[config.mk]
export PLATFORM = sky130hd
export DESIGN_NAME = crc_checked_frame_receiver_core
export DESIGN_NICKNAME = d
export VERILOG_FILES = /design/src/cfcr_pkg.sv /design/src/cfcr_frame_ram.sv /design/src/cfcr_crc_unit.sv /design/src/crc_checked_frame_receiver_core.sv
export SDC_FILE = /design/constraint.sdc
export NUM_CORES = 1
export LEC_CHECK = 0
export BUFFER_PORTS_ARGS = -buffer_cell sky130_fd_sc_hd__buf_2
export CELL_PAD_IN_SITES_DETAIL_PLACEMENT = 1
export CELL_PAD_IN_SITES_GLOBAL_PLACEMENT = 2
export CORE_MARGIN = 2
export CORE_UTILIZATION = 39
export DETAILED_ROUTE_END_ITERATION = 10
export PLACE_DENSITY_LB_ADDON = 0.12
export SETUP_SLACK_MARGIN = 0.05
export SLEW_MARGIN = 20
export SYNTH_ARGS = -nofsm -noshare
export SYNTH_HDL_FRONTEND = slang
export SYNTH_HIERARCHICAL = 1
export SYNTH_SLANG_ARGS = --single-unit
[constraint.sdc]
create_clock -name clk -period 5.15 [get_ports clk]
set_input_delay 0.515 -clock clk [delete_from_list [all_inputs] [get_ports clk]]
set_output_delay 0.515 -clock clk [all_outputs]
set_load 0.005 [all_outputs]
[src/cfcr_pkg.sv]
// Shared types, constants and pattern lookups for the checked frame receiver.
// Used by the frame RAM, the CRC unit and the receiver core.
package cfcr_pkg;

	localparam int FRAME_LEN = 23;
	localparam int ADDR_W    = 5;

	localparam logic [ADDR_W-1:0] HDR_LEN_A   = 5'd4;
	localparam logic [ADDR_W-1:0] PAY_FIRST_A = 5'd4;
	localparam logic [ADDR_W-1:0] PAY_LAST_A  = 5'd19;
	localparam logic [ADDR_W-1:0] TAIL_POS_A  = 5'd20;
	localparam logic [ADDR_W-1:0] CRC_HI_A    = 5'd21;
	localparam logic [ADDR_W-1:0] CRC_LO_A    = 5'd22;

	localparam logic [7:0] HDR_C     = 8'h63;
	localparam logic [7:0] HDR_2     = 8'h32;
	localparam logic [7:0] HDR_M     = 8'h6d;
	localparam logic [7:0] HDR_BRACE = 8'h7b;
	localparam logic [7:0] TAIL_CHAR = 8'h7d;
	localparam logic [7:0] CHR_DASH  = 8'h2d;
	localparam logic [7:0] CHR_S     = 8'h73;
	localparam logic [7:0] CHR_Y     = 8'h79;
	localparam logic [7:0] CHR_N     = 8'h6e;
	localparam logic [7:0] CHR_A     = 8'h61;
	localparam logic [7:0] CHR_K     = 8'h6b;

	localparam logic [15:0] POLY_RESET = 16'h1021;
	localparam logic [15:0] INIT_RESET = 16'hffff;

	localparam logic REG_POLY = 1'b0;
	localparam logic REG_INIT = 1'b1;

	localparam logic [2:0] OUT_CRC_BAD    = 3'd0;
	localparam logic [2:0] OUT_SYNC       = 3'd1;
	localparam logic [2:0] OUT_ACK        = 3'd2;
	localparam logic [2:0] OUT_PAYLOAD    = 3'd3;
	localparam logic [2:0] OUT_UNEXPECTED = 3'd4;

	localparam logic [1:0] PH_WAIT_SYNC = 2'd0;
	localparam logic [1:0] PH_WAIT_ACK  = 2'd1;
	localparam logic [1:0] PH_LINKED    = 2'd2;

	typedef struct packed {
		logic              we;
		logic [ADDR_W-1:0] addr;
		logic [7:0]        data;
	} ram_wr_t;

	typedef struct packed {
		logic load;
		logic step;
	} crc_ctl_t;

	function automatic logic [7:0] hdr_char(input logic [1:0] k);
		logic [7:0] c;
		unique case (k)
			2'd0: c = HDR_C;
			2'd1: c = HDR_2;
			2'd2: c = HDR_M;
			default: c = HDR_BRACE;
		endcase
		return c;
	endfunction

	function automatic logic [7:0] sync_char(input logic [3:0] k);
		logic [7:0] c;
		unique case (k)
			4'd6: c = CHR_S;
			4'd7: c = CHR_Y;
			4'd8: c = CHR_N;
			4'd9: c = HDR_C;
			default: c = CHR_DASH;
		endcase
		return c;
	endfunction

	function automatic logic [7:0] sack_char(input logic [3:0] k);
		logic [7:0] c;
		unique case (k)
			4'd6: c = CHR_S;
			4'd7: c = CHR_A;
			4'd8: c = HDR_C;
			4'd9: c = CHR_K;
			default: c = CHR_DASH;
		endcase
		return c;
	endfunction

endpackage

[src/cfcr_frame_ram.sv]
// Frame byte store: one write port, one registered read port.
// Depends on cfcr_pkg for the write bundle and address width.
module cfcr_frame_ram (
	input  logic                            clk,
	input  cfcr_pkg::ram_wr_t               wr,
	input  logic                            rd_en,
	input  logic [cfcr_pkg::ADDR_W-1:0]     rd_addr,
	output logic [7:0]                      rd_data
);

	logic [7:0] mem [cfcr_pkg::FRAME_LEN];
	logic [7:0] rd_data_q;

	always_ff @(posedge clk) begin
		if (wr.we) begin
			mem[wr.addr] <= wr.data;
		end
	end

	always_ff @(posedge clk) begin
		if (rd_en) begin
			rd_data_q <= mem[rd_addr];
		end
	end

	assign rd_data = rd_data_q;

endmodule

[src/cfcr_crc_unit.sv]
// Byte-wide MSB-first CRC-16 register with programmable polynomial and seed.
// Depends on cfcr_pkg for the control bundle.
module cfcr_crc_unit (
	input  logic               clk,
	input  logic               arst_n,
	input  cfcr_pkg::crc_ctl_t ctl,
	input  logic [7:0]         data_in,
	input  logic [15:0]        poly,
	input  logic [15:0]        init,
	output logic [15:0]        crc
);

	logic [15:0] crc_q;
	logic [15:0] crc_next;

	always_comb begin
		crc_next = crc_q ^ {data_in, 8'h00};
		for (int b = 0; b < 8; b++) begin
			if (crc_next[15]) begin
				crc_next = {crc_next[14:0], 1'b0} ^ poly;
			end else begin
				crc_next = {crc_next[14:0], 1'b0};
			end
		end
	end

	always_ff @(posedge clk or negedge arst_n) begin
		if (!arst_n) begin
			crc_q <= 16'h0000;
		end else if (ctl.load) begin
			crc_q <= init;
		end else if (ctl.step) begin
			crc_q <= crc_next;
		end
	end

	assign crc = crc_q;

endmodule

[src/crc_checked_frame_receiver_core.sv]
// Receiver core: byte sequencer, header realignment, CRC check and link handshake.
// Depends on cfcr_pkg, cfcr_frame_ram and cfcr_crc_unit.
//
// channel | dir | handshake         | content
// s_*     | in  | s_tvalid/s_tready | s_tdata: rx_byte
// m_*     | out | m_tvalid/m_tready | m_tdata: outcome, phase, payload
// cfg_*   | in  | cfg_we            | cfg_index, cfg_data
//
// A byte that does not end or break a frame leaves the core idle, so s_tready stays high.
// A missing tail starts a header search and, if a header start is found, byte moves,
// both bound by the single read port of the frame RAM.
// The last byte of a frame streams the payload through the CRC unit behind the RAM read,
// then loads the output register once it is free.
// Reset clears the byte count, link phase, state and output valid; the frame RAM is not cleared.
// s_tready is low during search, move and check, and while a result waits for the output register.
module crc_checked_frame_receiver_core (
	input  logic         clk,
	input  logic         arst_n,
	input  logic         s_tvalid,
	output logic         s_tready,
	input  logic [7:0]   s_tdata,   // [7:0] rx_byte
	output logic         m_tvalid,
	input  logic         m_tready,
	output logic [135:0] m_tdata,   // [2:0] frame_outcome, [4:3] handshake_state,
	                                // [68:5] payload_high, [132:69] payload_low, zero fill
	input  logic         cfg_we,
	input  logic         cfg_index,
	input  logic [15:0]  cfg_data
);

	localparam logic [2:0] ST_IDLE = 3'd0;
	localparam logic [2:0] ST_SCAN = 3'd1;
	localparam logic [2:0] ST_MOVE = 3'd2;
	localparam logic [2:0] ST_CRC  = 3'd3;
	localparam logic [2:0] ST_OUT  = 3'd4;

	logic [2:0]   state_q;
	logic [4:0]   count_q;
	logic [1:0]   phase_q;
	logic [15:0]  poly_q;
	logic [15:0]  init_q;
	logic [7:0]   crc_hi_q;
	logic [7:0]   crc_lo_q;
	logic [4:0]   ptr_q;
	logic [4:0]   lim_q;
	logic [4:0]   dst_q;
	logic [2:0]   match_q;
	logic         sync_ok_q;
	logic         sack_ok_q;
	logic [127:0] pay_q;
	logic         pend_s1;
	logic [4:0]   idx_s1;

	logic         out_vld_q;
	logic [2:0]   out_outcome_q;
	logic [1:0]   out_phase_q;
	logic [127:0] out_pay_q;

	logic                  accept;
	logic                  issue;
	logic [7:0]            rd_data;
	cfcr_pkg::ram_wr_t     ram_wr;
	cfcr_pkg::crc_ctl_t    crc_ctl;
	logic [15:0]           crc_val;
	logic                  hdr_bad;
	logic                  tail_bad;
	logic [2:0]            match_nxt;
	logic [3:0]            pay_k;
	logic                  out_free;
	logic                  load_out;
	logic                  scan_stop;
	logic [2:0]            res_outcome;
	logic [1:0]            res_phase;

	assign s_tready = (state_q == ST_IDLE);
	assign accept   = s_tvalid && s_tready;
	assign issue    = ((state_q == ST_SCAN) || (state_q == ST_MOVE) || (state_q == ST_CRC))
	                  && (ptr_q <= lim_q);
	assign out_free = !out_vld_q || m_tready;
	assign load_out = (state_q == ST_OUT) && out_free;
	assign scan_stop = (state_q == ST_SCAN) && pend_s1
	                   && ((match_nxt == 3'd4) || (idx_s1 == cfcr_pkg::TAIL_POS_A));

	assign hdr_bad  = (count_q < cfcr_pkg::HDR_LEN_A)
	                  && (s_tdata != cfcr_pkg::hdr_char(count_q[1:0]));
	assign tail_bad = (count_q == cfcr_pkg::TAIL_POS_A) && (s_tdata != cfcr_pkg::TAIL_CHAR);

	always_comb begin
		if (rd_data == cfcr_pkg::hdr_char(match_q[1:0])) begin
			match_nxt = match_q + 3'd1;
		end else if (rd_data == cfcr_pkg::HDR_C) begin
			match_nxt = 3'd1;
		end else begin
			match_nxt = 3'd0;
		end
	end

	assign pay_k = 4'(idx_s1 - cfcr_pkg::PAY_FIRST_A);

	always_comb begin
		ram_wr.we   = 1'b0;
		ram_wr.addr = count_q;
		ram_wr.data = s_tdata;
		if (accept) begin
			ram_wr.we = 1'b1;
		end else if ((state_q == ST_MOVE) && pend_s1) begin
			ram_wr.we   = 1'b1;
			ram_wr.addr = dst_q;
			ram_wr.data = rd_data;
		end
	end

	always_comb begin
		crc_ctl.load = accept && (count_q == cfcr_pkg::CRC_LO_A);
		crc_ctl.step = (state_q == ST_CRC) && pend_s1;
	end

	always_comb begin
		res_phase = phase_q;
		if (crc_val != {crc_hi_q, crc_lo_q}) begin
			res_outcome = cfcr_pkg::OUT_CRC_BAD;
		end else begin
			unique case (phase_q)
				cfcr_pkg::PH_WAIT_SYNC: begin
					if (sync_ok_q) begin
						res_outcome = cfcr_pkg::OUT_SYNC;
						res_phase   = cfcr_pkg::PH_WAIT_ACK;
					end else begin
						res_outcome = cfcr_pkg::OUT_UNEXPECTED;
					end
				end
				cfcr_pkg::PH_WAIT_ACK: begin
					if (sack_ok_q) begin
						res_outcome = cfcr_pkg::OUT_ACK;
						res_phase   = cfcr_pkg::PH_LINKED;
					end else begin
						res_outcome = cfcr_pkg::OUT_UNEXPECTED;
					end
				end
				cfcr_pkg::PH_LINKED: res_outcome = cfcr_pkg::OUT_PAYLOAD;
				default:             res_outcome = cfcr_pkg::OUT_UNEXPECTED;
			endcase
		end
	end

	cfcr_frame_ram u_ram (
		.clk     (clk),
		.wr      (ram_wr),
		.rd_en   (issue),
		.rd_addr (ptr_q),
		.rd_data (rd_data)
	);

	cfcr_crc_unit u_crc (
		.clk     (clk),
		.arst_n  (arst_n),
		.ctl     (crc_ctl),
		.data_in (rd_data),
		.poly    (poly_q),
		.init    (init_q),
		.crc     (crc_val)
	);

	always_ff @(posedge clk or negedge arst_n) begin
		if (!arst_n) begin
			poly_q <= cfcr_pkg::POLY_RESET;
			init_q <= cfcr_pkg::INIT_RESET;
		end else if (cfg_we) begin
			unique case (cfg_index)
				cfcr_pkg::REG_POLY: poly_q <= cfg_data;
				cfcr_pkg::REG_INIT: init_q <= cfg_data;
				default: ;
			endcase
		end
	end

	always_ff @(posedge clk or negedge arst_n) begin
		if (!arst_n) begin
			state_q   <= ST_IDLE;
			count_q   <= 5'd0;
			phase_q   <= cfcr_pkg::PH_WAIT_SYNC;
			ptr_q     <= 5'd0;
			lim_q     <= 5'd0;
			pend_s1   <= 1'b0;
			out_vld_q <= 1'b0;
		end else begin
			if (load_out) begin
				out_vld_q <= 1'b1;
			end else if (m_tready) begin
				out_vld_q <= 1'b0;
			end
			pend_s1 <= issue && !scan_stop;
			unique case (state_q)
				ST_IDLE: begin
					if (accept) begin
						if (hdr_bad) begin
							count_q <= 5'd0;
						end else if (tail_bad) begin
							state_q <= ST_SCAN;
							ptr_q   <= cfcr_pkg::PAY_FIRST_A;
							lim_q   <= cfcr_pkg::TAIL_POS_A;
						end else if (count_q == cfcr_pkg::CRC_LO_A) begin
							state_q <= ST_CRC;
							ptr_q   <= cfcr_pkg::PAY_FIRST_A;
							lim_q   <= cfcr_pkg::PAY_LAST_A;
						end else begin
							count_q <= count_q + 5'd1;
						end
					end
				end
				ST_SCAN: begin
					if (pend_s1 && (match_nxt == 3'd4)) begin
						state_q <= ST_MOVE;
						ptr_q   <= idx_s1 - 5'd3;
					end else if (pend_s1 && (idx_s1 == cfcr_pkg::TAIL_POS_A)) begin
						if (match_nxt != 3'd0) begin
							state_q <= ST_MOVE;
							ptr_q   <= cfcr_pkg::CRC_HI_A - {2'b00, match_nxt};
						end else begin
							state_q <= ST_IDLE;
							count_q <= 5'd0;
						end
					end else if (issue) begin
						ptr_q <= ptr_q + 5'd1;
					end
				end
				ST_MOVE: begin
					if (issue) begin
						ptr_q <= ptr_q + 5'd1;
					end
					if (pend_s1 && (idx_s1 == cfcr_pkg::TAIL_POS_A)) begin
						state_q <= ST_IDLE;
						count_q <= dst_q + 5'd1;
					end
				end
				ST_CRC: begin
					if (issue) begin
						ptr_q <= ptr_q + 5'd1;
					end
					if (pend_s1 && (idx_s1 == cfcr_pkg::PAY_LAST_A)) begin
						state_q <= ST_OUT;
					end
				end
				ST_OUT: begin
					if (load_out) begin
						phase_q <= res_phase;
						count_q <= 5'd0;
						state_q <= ST_IDLE;
					end
				end
				default: state_q <= ST_IDLE;
			endcase
		end
	end

	always_ff @(posedge clk) begin
		idx_s1 <= ptr_q;
		if (accept) begin
			if (count_q == cfcr_pkg::CRC_HI_A) begin
				crc_hi_q <= s_tdata;
			end
			if (count_q == cfcr_pkg::CRC_LO_A) begin
				crc_lo_q <= s_tdata;
			end
			match_q   <= 3'd0;
			dst_q     <= 5'd0;
			sync_ok_q <= 1'b1;
			sack_ok_q <= 1'b1;
		end
		if ((state_q == ST_SCAN) && pend_s1) begin
			match_q <= match_nxt;
		end
		if ((state_q == ST_MOVE) && pend_s1) begin
			dst_q <= dst_q + 5'd1;
		end
		if ((state_q == ST_CRC) && pend_s1) begin
			pay_q     <= {pay_q[119:0], rd_data};
			sync_ok_q <= sync_ok_q && (rd_data == cfcr_pkg::sync_char(pay_k));
			sack_ok_q <= sack_ok_q && (rd_data == cfcr_pkg::sack_char(pay_k));
		end
		if (load_out) begin
			out_outcome_q <= res_outcome;
			out_phase_q   <= res_phase;
			out_pay_q     <= pay_q;
		end
	end

	assign m_tvalid = out_vld_q;
	assign m_tdata  = {3'b000, out_pay_q[63:0], out_pay_q[127:64], out_phase_q, out_outcome_q};

endmodule

**Yosys cells after proc, flatten, opt, wreduce, memory -nomap -nowiden**

Memory sizes are Yosys's and may differ from the RTL's. A register that Yosys moved wholly into a read port is not among the register bits.
Index checks and enable logic that the tools add are counted.

- Shift-type cells: 0
- $add $sub $neg: 7
- Reduce and logical (&&, ||, !) cells: 45
- Equality and inequality tests: 40
- Bitwise gates (word level): 11
- Divide/modulo/power cells: 0
- $lt $le $gt $ge: 2
- Mux-type cells: 71
- $mul: 0

Operators with widths:

| operator | number |
|---|---|
| $mux 16 | 10 |
| $xor 16x16->16 | 9 |
| $mux 5 | 21 |
| $pmux 7 s4 | 2 |
| $mux 3 | 14 |
| $pmux 7 s3 | 2 |
| $eq 5x5->1 const B | 5 |
| $eq 8x8->1 | 3 |
| $pmux 5 s4 | 1 |
| $logic_and 1x1->1 | 16 |
| $mux 8 | 2 |
| $ne 16x16->1 | 1 |
| $add 5x1->5 const B | 3 |
| $pmux 3 s5 | 1 |
| $pmux 5 s3 | 1 |
| $mux 14 | 1 |
| $ne 2x2->1 const B | 7 |
| $mux 13 | 1 |
| $reduce_bool 2->1 | 6 |
| $reduce_and 2->1 | 5 |
| $mux 1 | 9 |
| $ne 3x3->1 const B | 3 |
| $pmux 3 s3 | 1 |
| $reduce_and 9->1 | 1 |
| 32 further kinds | 51 |

- Logic and storage cells: 198
- Memories kept: 1
- Bits in registers: 362
- Memory bits (read-only): 0
- Bits in latches: 0
- RAM bits: 184
- Input port bits: 30
- Output and inout port bits: 138

Memory list:

| name | words | width | read ports | clocked after memory_dff | write ports | line | text |
|---|---|---|---|---|---|---|---|
| u_ram.mem | 23 | 8 | 1 | 1 | 1 | cfcr_frame_ram.sv:11 | `logic [7:0] mem [cfcr_pkg::FRAME_LEN];` |

**Logic depth before layout (Yosys ltp)**

- Depth in word-level cells: 19
- Gate-level depth with buffers: 17
- Mapped depth without buffers: 13

**Cells and area by module**

The synthesis kept the hierarchy.

By module, submodules not included:

| module | area an instance (sq um) | cells each | times used | seq. area each (sq um) |
|---|---|---|---|---|
| crc_checked_frame_receiver_core | 12674.7 | 716 | 1 | 10043.4 |
| cfcr_frame_ram | 7542.2 | 419 | 1 | 5765.5 |
| cfcr_crc_unit | 3309.4 | 466 | 1 | 400.4 |

**Least setup slack after synthesis**

Ideal clock, no wire load.

- Kind: flip-flop to flip-flop
- Start point: register state_q[2]
- End point: register u_crc.crc_q[3], in the netlist u_crc/crc[3]
- Data arrival time: 4.802 ns
- Path buffers: 3
- Library setup time: 0.132 ns
- Setup slack: 0.216 ns
- Stages on the path, launching flop included: 9
- Period minus slack after synthesis: 4.934 ns
- Data required time: 5.018 ns
- Cells stage by stage: dfrtp_1 clkbuf_1 nor2b_1 and3_1 clkbuf_1 clkbuf_1 nor3b_1 a21oi_1 o21ai_1

RTL lines:

| what | line | text |
|---|---|---|
| start: declaration | crc_checked_frame_receiver_core.sv:37 | `logic [2:0] state_q;` |
| start signal: assignment | crc_checked_frame_receiver_core.sv:179 | `state_q <= ST_IDLE;` |
| start signal: assignment | crc_checked_frame_receiver_core.sv:199 | `state_q <= ST_SCAN;` |
| start signal: assignment | crc_checked_frame_receiver_core.sv:203 | `state_q <= ST_CRC;` |
| end signal: assignment | cfcr_crc_unit.sv:31 | `crc_q <= init;` |
| end signal: assignment | cfcr_crc_unit.sv:33 | `crc_q <= crc_next;` |
| end: declaration | cfcr_crc_unit.sv:13 | `logic [15:0] crc_q;` |

**Final worst setup path**

- Start point: register u_ram.rd_data_q[6], in the netlist u_ram/rd_data[6] (read register of u_ram.mem)
- End point: register u_crc.crc_q[2], in the netlist u_crc/crc[2]

- Word-level cells in the longest chain between the ends: 17
- Elaborated cells between the ends (all ways): 18
- Those cells by class: mux (10); bitwise (8)

Ends and longest elaborated chain:

| what | line | text |
|---|---|---|
| start: declaration | cfcr_frame_ram.sv:12 | `logic [7:0] rd_data_q;` |
| $xor 16x16->16 (*) | cfcr_crc_unit.sv:17 | `crc_next = crc_q ^ {data_in, 8'h00};` |
| $xor 16x16->16 | cfcr_crc_unit.sv:20 | `crc_next = {crc_next[14:0], 1'b0} ^ poly;` |
| $mux 16 (*) (2 in a row) | cfcr_crc_unit.sv:19 | `if (crc_next[15]) begin` |
| $xor 16x16->16 | cfcr_crc_unit.sv:20 |  |
| $mux 16 (*) | cfcr_crc_unit.sv:19 |  |
| $xor 16x16->16 | cfcr_crc_unit.sv:20 |  |
| $mux 16 (*) | cfcr_crc_unit.sv:19 |  |
| $xor 16x16->16 | cfcr_crc_unit.sv:20 |  |
| $mux 16 (*) (2 in a row) | cfcr_crc_unit.sv:19 |  |
| $xor 16x16->16 / $mux 16 (equally long branches) | cfcr_crc_unit.sv:20, cfcr_crc_unit.sv:19 |  |
| $mux 16 (*) | cfcr_crc_unit.sv:19 |  |
| $xor 16x16->16 / $mux 16 (equally long branches) | cfcr_crc_unit.sv:20, cfcr_crc_unit.sv:19 |  |
| $mux 16 (*) | cfcr_crc_unit.sv:19 |  |
| $mux 16 (*) | cfcr_crc_unit.sv:32 | `end else if (ctl.step) begin` |
| $mux 16 (*) | cfcr_crc_unit.sv:30 | `end else if (ctl.load) begin` |

Every way passes the cells marked *; elsewhere a longest branch is shown, timed or not. The select of a mux whose other input is x is not followed.
A chain may end at the register's enable or synchronous reset.

==> flow_metrics.env <==
export IMPL_hold_path_depth=2
export IMPL_ff2ff_path_depth=15
export IMPL_cts_tree="yes"
export IMPL_critPathArrivalTime_ns=5.09
export IMPL_track_usage_pct=18.5
export IMPL_grt_met2_usage_pct=28.5
export IMPL_power_density_nw_per_um2=393
export IMPL_grt_overflow_total=0
export IMPL_min_from="cfg_data[14]"
export IMPL_nNetsFinal=1821
export IMPL_vdd_ir_drop_max_uv=279
export IMPL_via_per_inst=5.24
export IMPL_rows=90
export IMPL_dr_pass1_iters=5
export IMPL_clock_fmax_mhz=219
export IMPL_fillers=6035
export IMPL_clock_sinks=552
export IMPL_ys_seq_area_share_pct=68.9
export IMPL_synthMuxAreaShare_pct=6.63
export IMPL_initial_core_util_pct=39.2
export IMPL_dieHeight_um=250
export IMPL_tightestPinTransition_ns=1.06
export IMPL_synthesis_area_um2=23500
export IMPL_max_cap_violations=0
export IMPL_clock_latency_ns=0.64
export IMPL_grt_pass1_wl_mm=88.5
export IMPL_finClkSkew_ns=0.0536
export IMPL_rrSetupSlack_ns=0.59
export IMPL_relSlewSlack_pct=29.0
export IMPL_port_buffers=164
export IMPL_finalMaxSlewViolations=0
export IMPL_synth_seq_cells=552
export IMPL_clockRootBuffer="clkbuf_16"
export IMPL_synth_top_family_by_area="simple AND/OR/NAND/NOR gates"
export IMPL_period_minus_slack_ns=4.56
export IMPL_rsz0062_at_grt="no"
export IMPL_synth_edf_count=479
export IMPL_setup_tns_ns=0
export IMPL_period_share_pct=88.5
export IMPL_cts_buffer_depth=3
export IMPL_rr_endpoint="u_crc/crc[2]"
export IMPL_yosysWarnings=6
export IMPL_reg2reg_from="u_ram/rd_data[6]"
export IMPL_clk_pin_slew_ns=0.07
export IMPL_setup_violations=0
export IMPL_vias=13634
export IMPL_synth_xor_area_share_pct=6.73
export IMPL_status="completed"
export IMPL_synth_cells=1601
export IMPL_met1_usage_pct=27.5
export IMPL_min_path_type="in -> reg"
export IMPL_drc_errors=0
export IMPL_synth_simple_area_share_pct=7.84
export IMPL_grt_busiest_layer="met2"
export IMPL_core_area_um2=60000
export IMPL_power_total_mw=10.7
export IMPL_top_level_ports=168
export IMPL_antenna_found_initial=0
export IMPL_use_met3_pct=2.65
export IMPL_yosys_area_share_adder_pct=1.17
export IMPL_dpl_hpwl_mm=38.6
export IMPL_netlist_cell_type_count=85
export IMPL_synth_compound_area_share_pct=6.54
export IMPL_wl_mm=57.3
export IMPL_routabilityCongestion=0.804
export IMPL_synth_ff_type="edfxtp_1"
export IMPL_hold_violations=0
export IMPL_die_width_um=250
export IMPL_die_area_um2=62300
export IMPL_worstHoldEndpoint="poly_q[14]"
export IMPL_crit_type="reg -> reg"
export IMPL_grt_pass1_vias=14102
export IMPL_synthToLayoutAreaGrowth_pct=15.3
export IMPL_htree_levels=2
export IMPL_ant_nets=0
export IMPL_drive_above_1_share_pct=20.9
export IMPL_wl_per_cell_um=22.0
export IMPL_grt_start_max_net_pins=126
export IMPL_crit_path_end_kind="flip-flop"
export IMPL_syn_avg_cell_area_um2=14.7
export IMPL_numCtsBuffers=59
export IMPL_initialDrtViolationCount=964
export IMPL_cp_data_required_time_ns=5.68
export IMPL_worstSetupStartpointType="flip-flop"
export IMPL_cp_max_fo=15
export IMPL_leakage_nw=9.42
export IMPL_async_flop_share_pct=12.3
export IMPL_cts_resized=0
==> per-stage QoR <==
stage | instances | hold slack, ns | cell area [um2] | util [%] | setup slack [ns]
global placement | 2489 | 0.401 | 25100 | 41.8 | 0.459
floorplan | 1603 | 0.219 | 23500 | - | 0.216
detailed placement | 2489 | 0.397 | 25100 | 41.8 | 0.646
global route | 2602 | 0.117 | 27100 | 45.2 | 0.256
finish | 2603 | 0.145 | 27100 | 45.2 | 0.592
CTS | 2602 | 0.107 | 27100 | 45.2 | 0.619
==> timing repair <==
action,CTS,global route
hold endpoints to repair,11,0
hold buffers,1,0
setup buffers,0,0
setup endpoints to repair,0,0
==> report_power, final <==
part,total (mW),switching (mW),internal [mW]
combinational,1.40,0.768,0.634
sequential,4.96,0.0745,4.89
clock,4.31,1.78,2.52
total,10.7,2.63,8.04
==> worst max-delay path by stage <==
| stage | to | cells after the start | slack, ns | from |
|---|---|---|---|---|
| floorplan | u_crc/crc[3] | 8 | 0.22 | state_q[2] |
| global placement | u_crc/crc[9] | 13 | 0.46 | u_ram/rd_data[7] |
| detailed placement | u_crc/crc[7] | 13 | 0.65 | u_ram/rd_data[7] |
| CTS | u_crc/crc[7] | 13 | 0.62 | u_ram/rd_data[7] |
| global route | u_crc/crc[7] | 13 | 0.26 | u_ram/rd_data[7] |
| finish | u_crc/crc[2] | 15 | 0.59 | u_ram/rd_data[6] |
==> area by class of cell <==
cell class | count | area [um2] | area share (%)
Sequential cell | 552 | 16200 | 59.7
Multi-Input combinational cell | 946 | 6840 | 25.2
Clock buffer | 69 | 1550 | 5.73
Timing Repair Buffer | 188 | 1020 | 3.77
Tap cell | 782 | 978 | 3.61
Clock inverter | 43 | 449 | 1.66
Inverter | 22 | 82.6 | 0.304
Antenna cell | 1 | 2.50 | 0.00922
==> layout by cell type (no fill, tap or decap), types with 19 or more instances in the layout <==
master	Yosys	final
a21oi_1	49	49
a22oi_1	32	32
buf_2	23	163
buf_4	10	22
clkbuf_16	0	59
dfrtp_1	49	48
dfstp_2	19	19
edfxtp_1	479	479
ha_1	22	22
inv_1	22	22
mux2_2	50	50
mux2i_1	79	79
nand2_1	153	153
nand3_1	43	43
nor2_1	75	74
o21ai_0	32	32
o21ai_1	23	22
xnor2_1	114	114
xor2_1	43	43
==> metal layers <==
metal  share of wire, %  wire, um
met1                 49     28000
met2                 45     25900
met3                3.8      2190
met4                2.0      1160
met5                  0         0
==> Yosys cell counts (5+ instances only) <==
master     instances  share of area (%)
nand3b_1           5               0.16
ha_1              22                1.2
o21ai_1           23               0.49
and2_1             7               0.19
buf_4             10               0.32
xnor2_1          114                4.2
nor2_1            75                1.2
a211oi_1           7               0.22
xor2_1            43                1.6
mux2i_1           79                3.4
a22oi_1           32                1.0
or3_1              7               0.19
dfrtp_1           49                5.2
o2111ai_1          5               0.19
nor2b_1           13               0.35
xnor2_2            5               0.35
nor4_1             6               0.16
a31oi_1            5               0.13
dfstp_2           19                2.1
o21ai_0           32               0.68
nor3_1            15               0.32
dfxtp_1            5               0.43
mux2_2            50                2.4
buf_2             23               0.49
nand2_1          153                2.4
a32oi_1           11               0.41
nand2b_1           7               0.19
nand3_1           43               0.91
inv_1             22               0.35
mux4_1             7               0.78
o211ai_1          13               0.41
a21oi_1           49                1.0
nor3b_1           15               0.48
nand4_1            9               0.24
edfxtp_1         479                 61
clkbuf_1          38               0.61
o22ai_1           13               0.35
==> flip-flops by register name, summed over array words and instances, names as in the netlist, 8 cells and up <==
register	count
u_ram/rd_data	8
out_pay_q	128
crc_hi_q	8
crc_lo_q	8
pay_q	128
u_crc/crc	16
init_q	16
u_ram/mem	184
poly_q	16
==> cells by family after synthesis <==
kind of cell,Yosys count
simple gates,384
buf+inv,105
flops,552
other cells,1
xor+xnor,167
mux,137
fa+ha+maj,22
compound gates,233
==> worst max-delay path, stage by stage, from the launching register on <==
cell	delay [ns]
edfxtp_1	0.56
xnor2_1	0.54
buf_4	0.25
nor2_1	0.09
or4_1	0.56
a32oi_1	0.25
o22a_1	0.16
mux2_2	0.15
or2_0	0.13
buf_4	0.22
xor2_1	0.17
o22ai_1	0.12
or3_1	0.66
and2_1	0.28
a211o_1	0.29
nand3_1	0.06
Note: power is estimated with default switching activity, not from simulation.
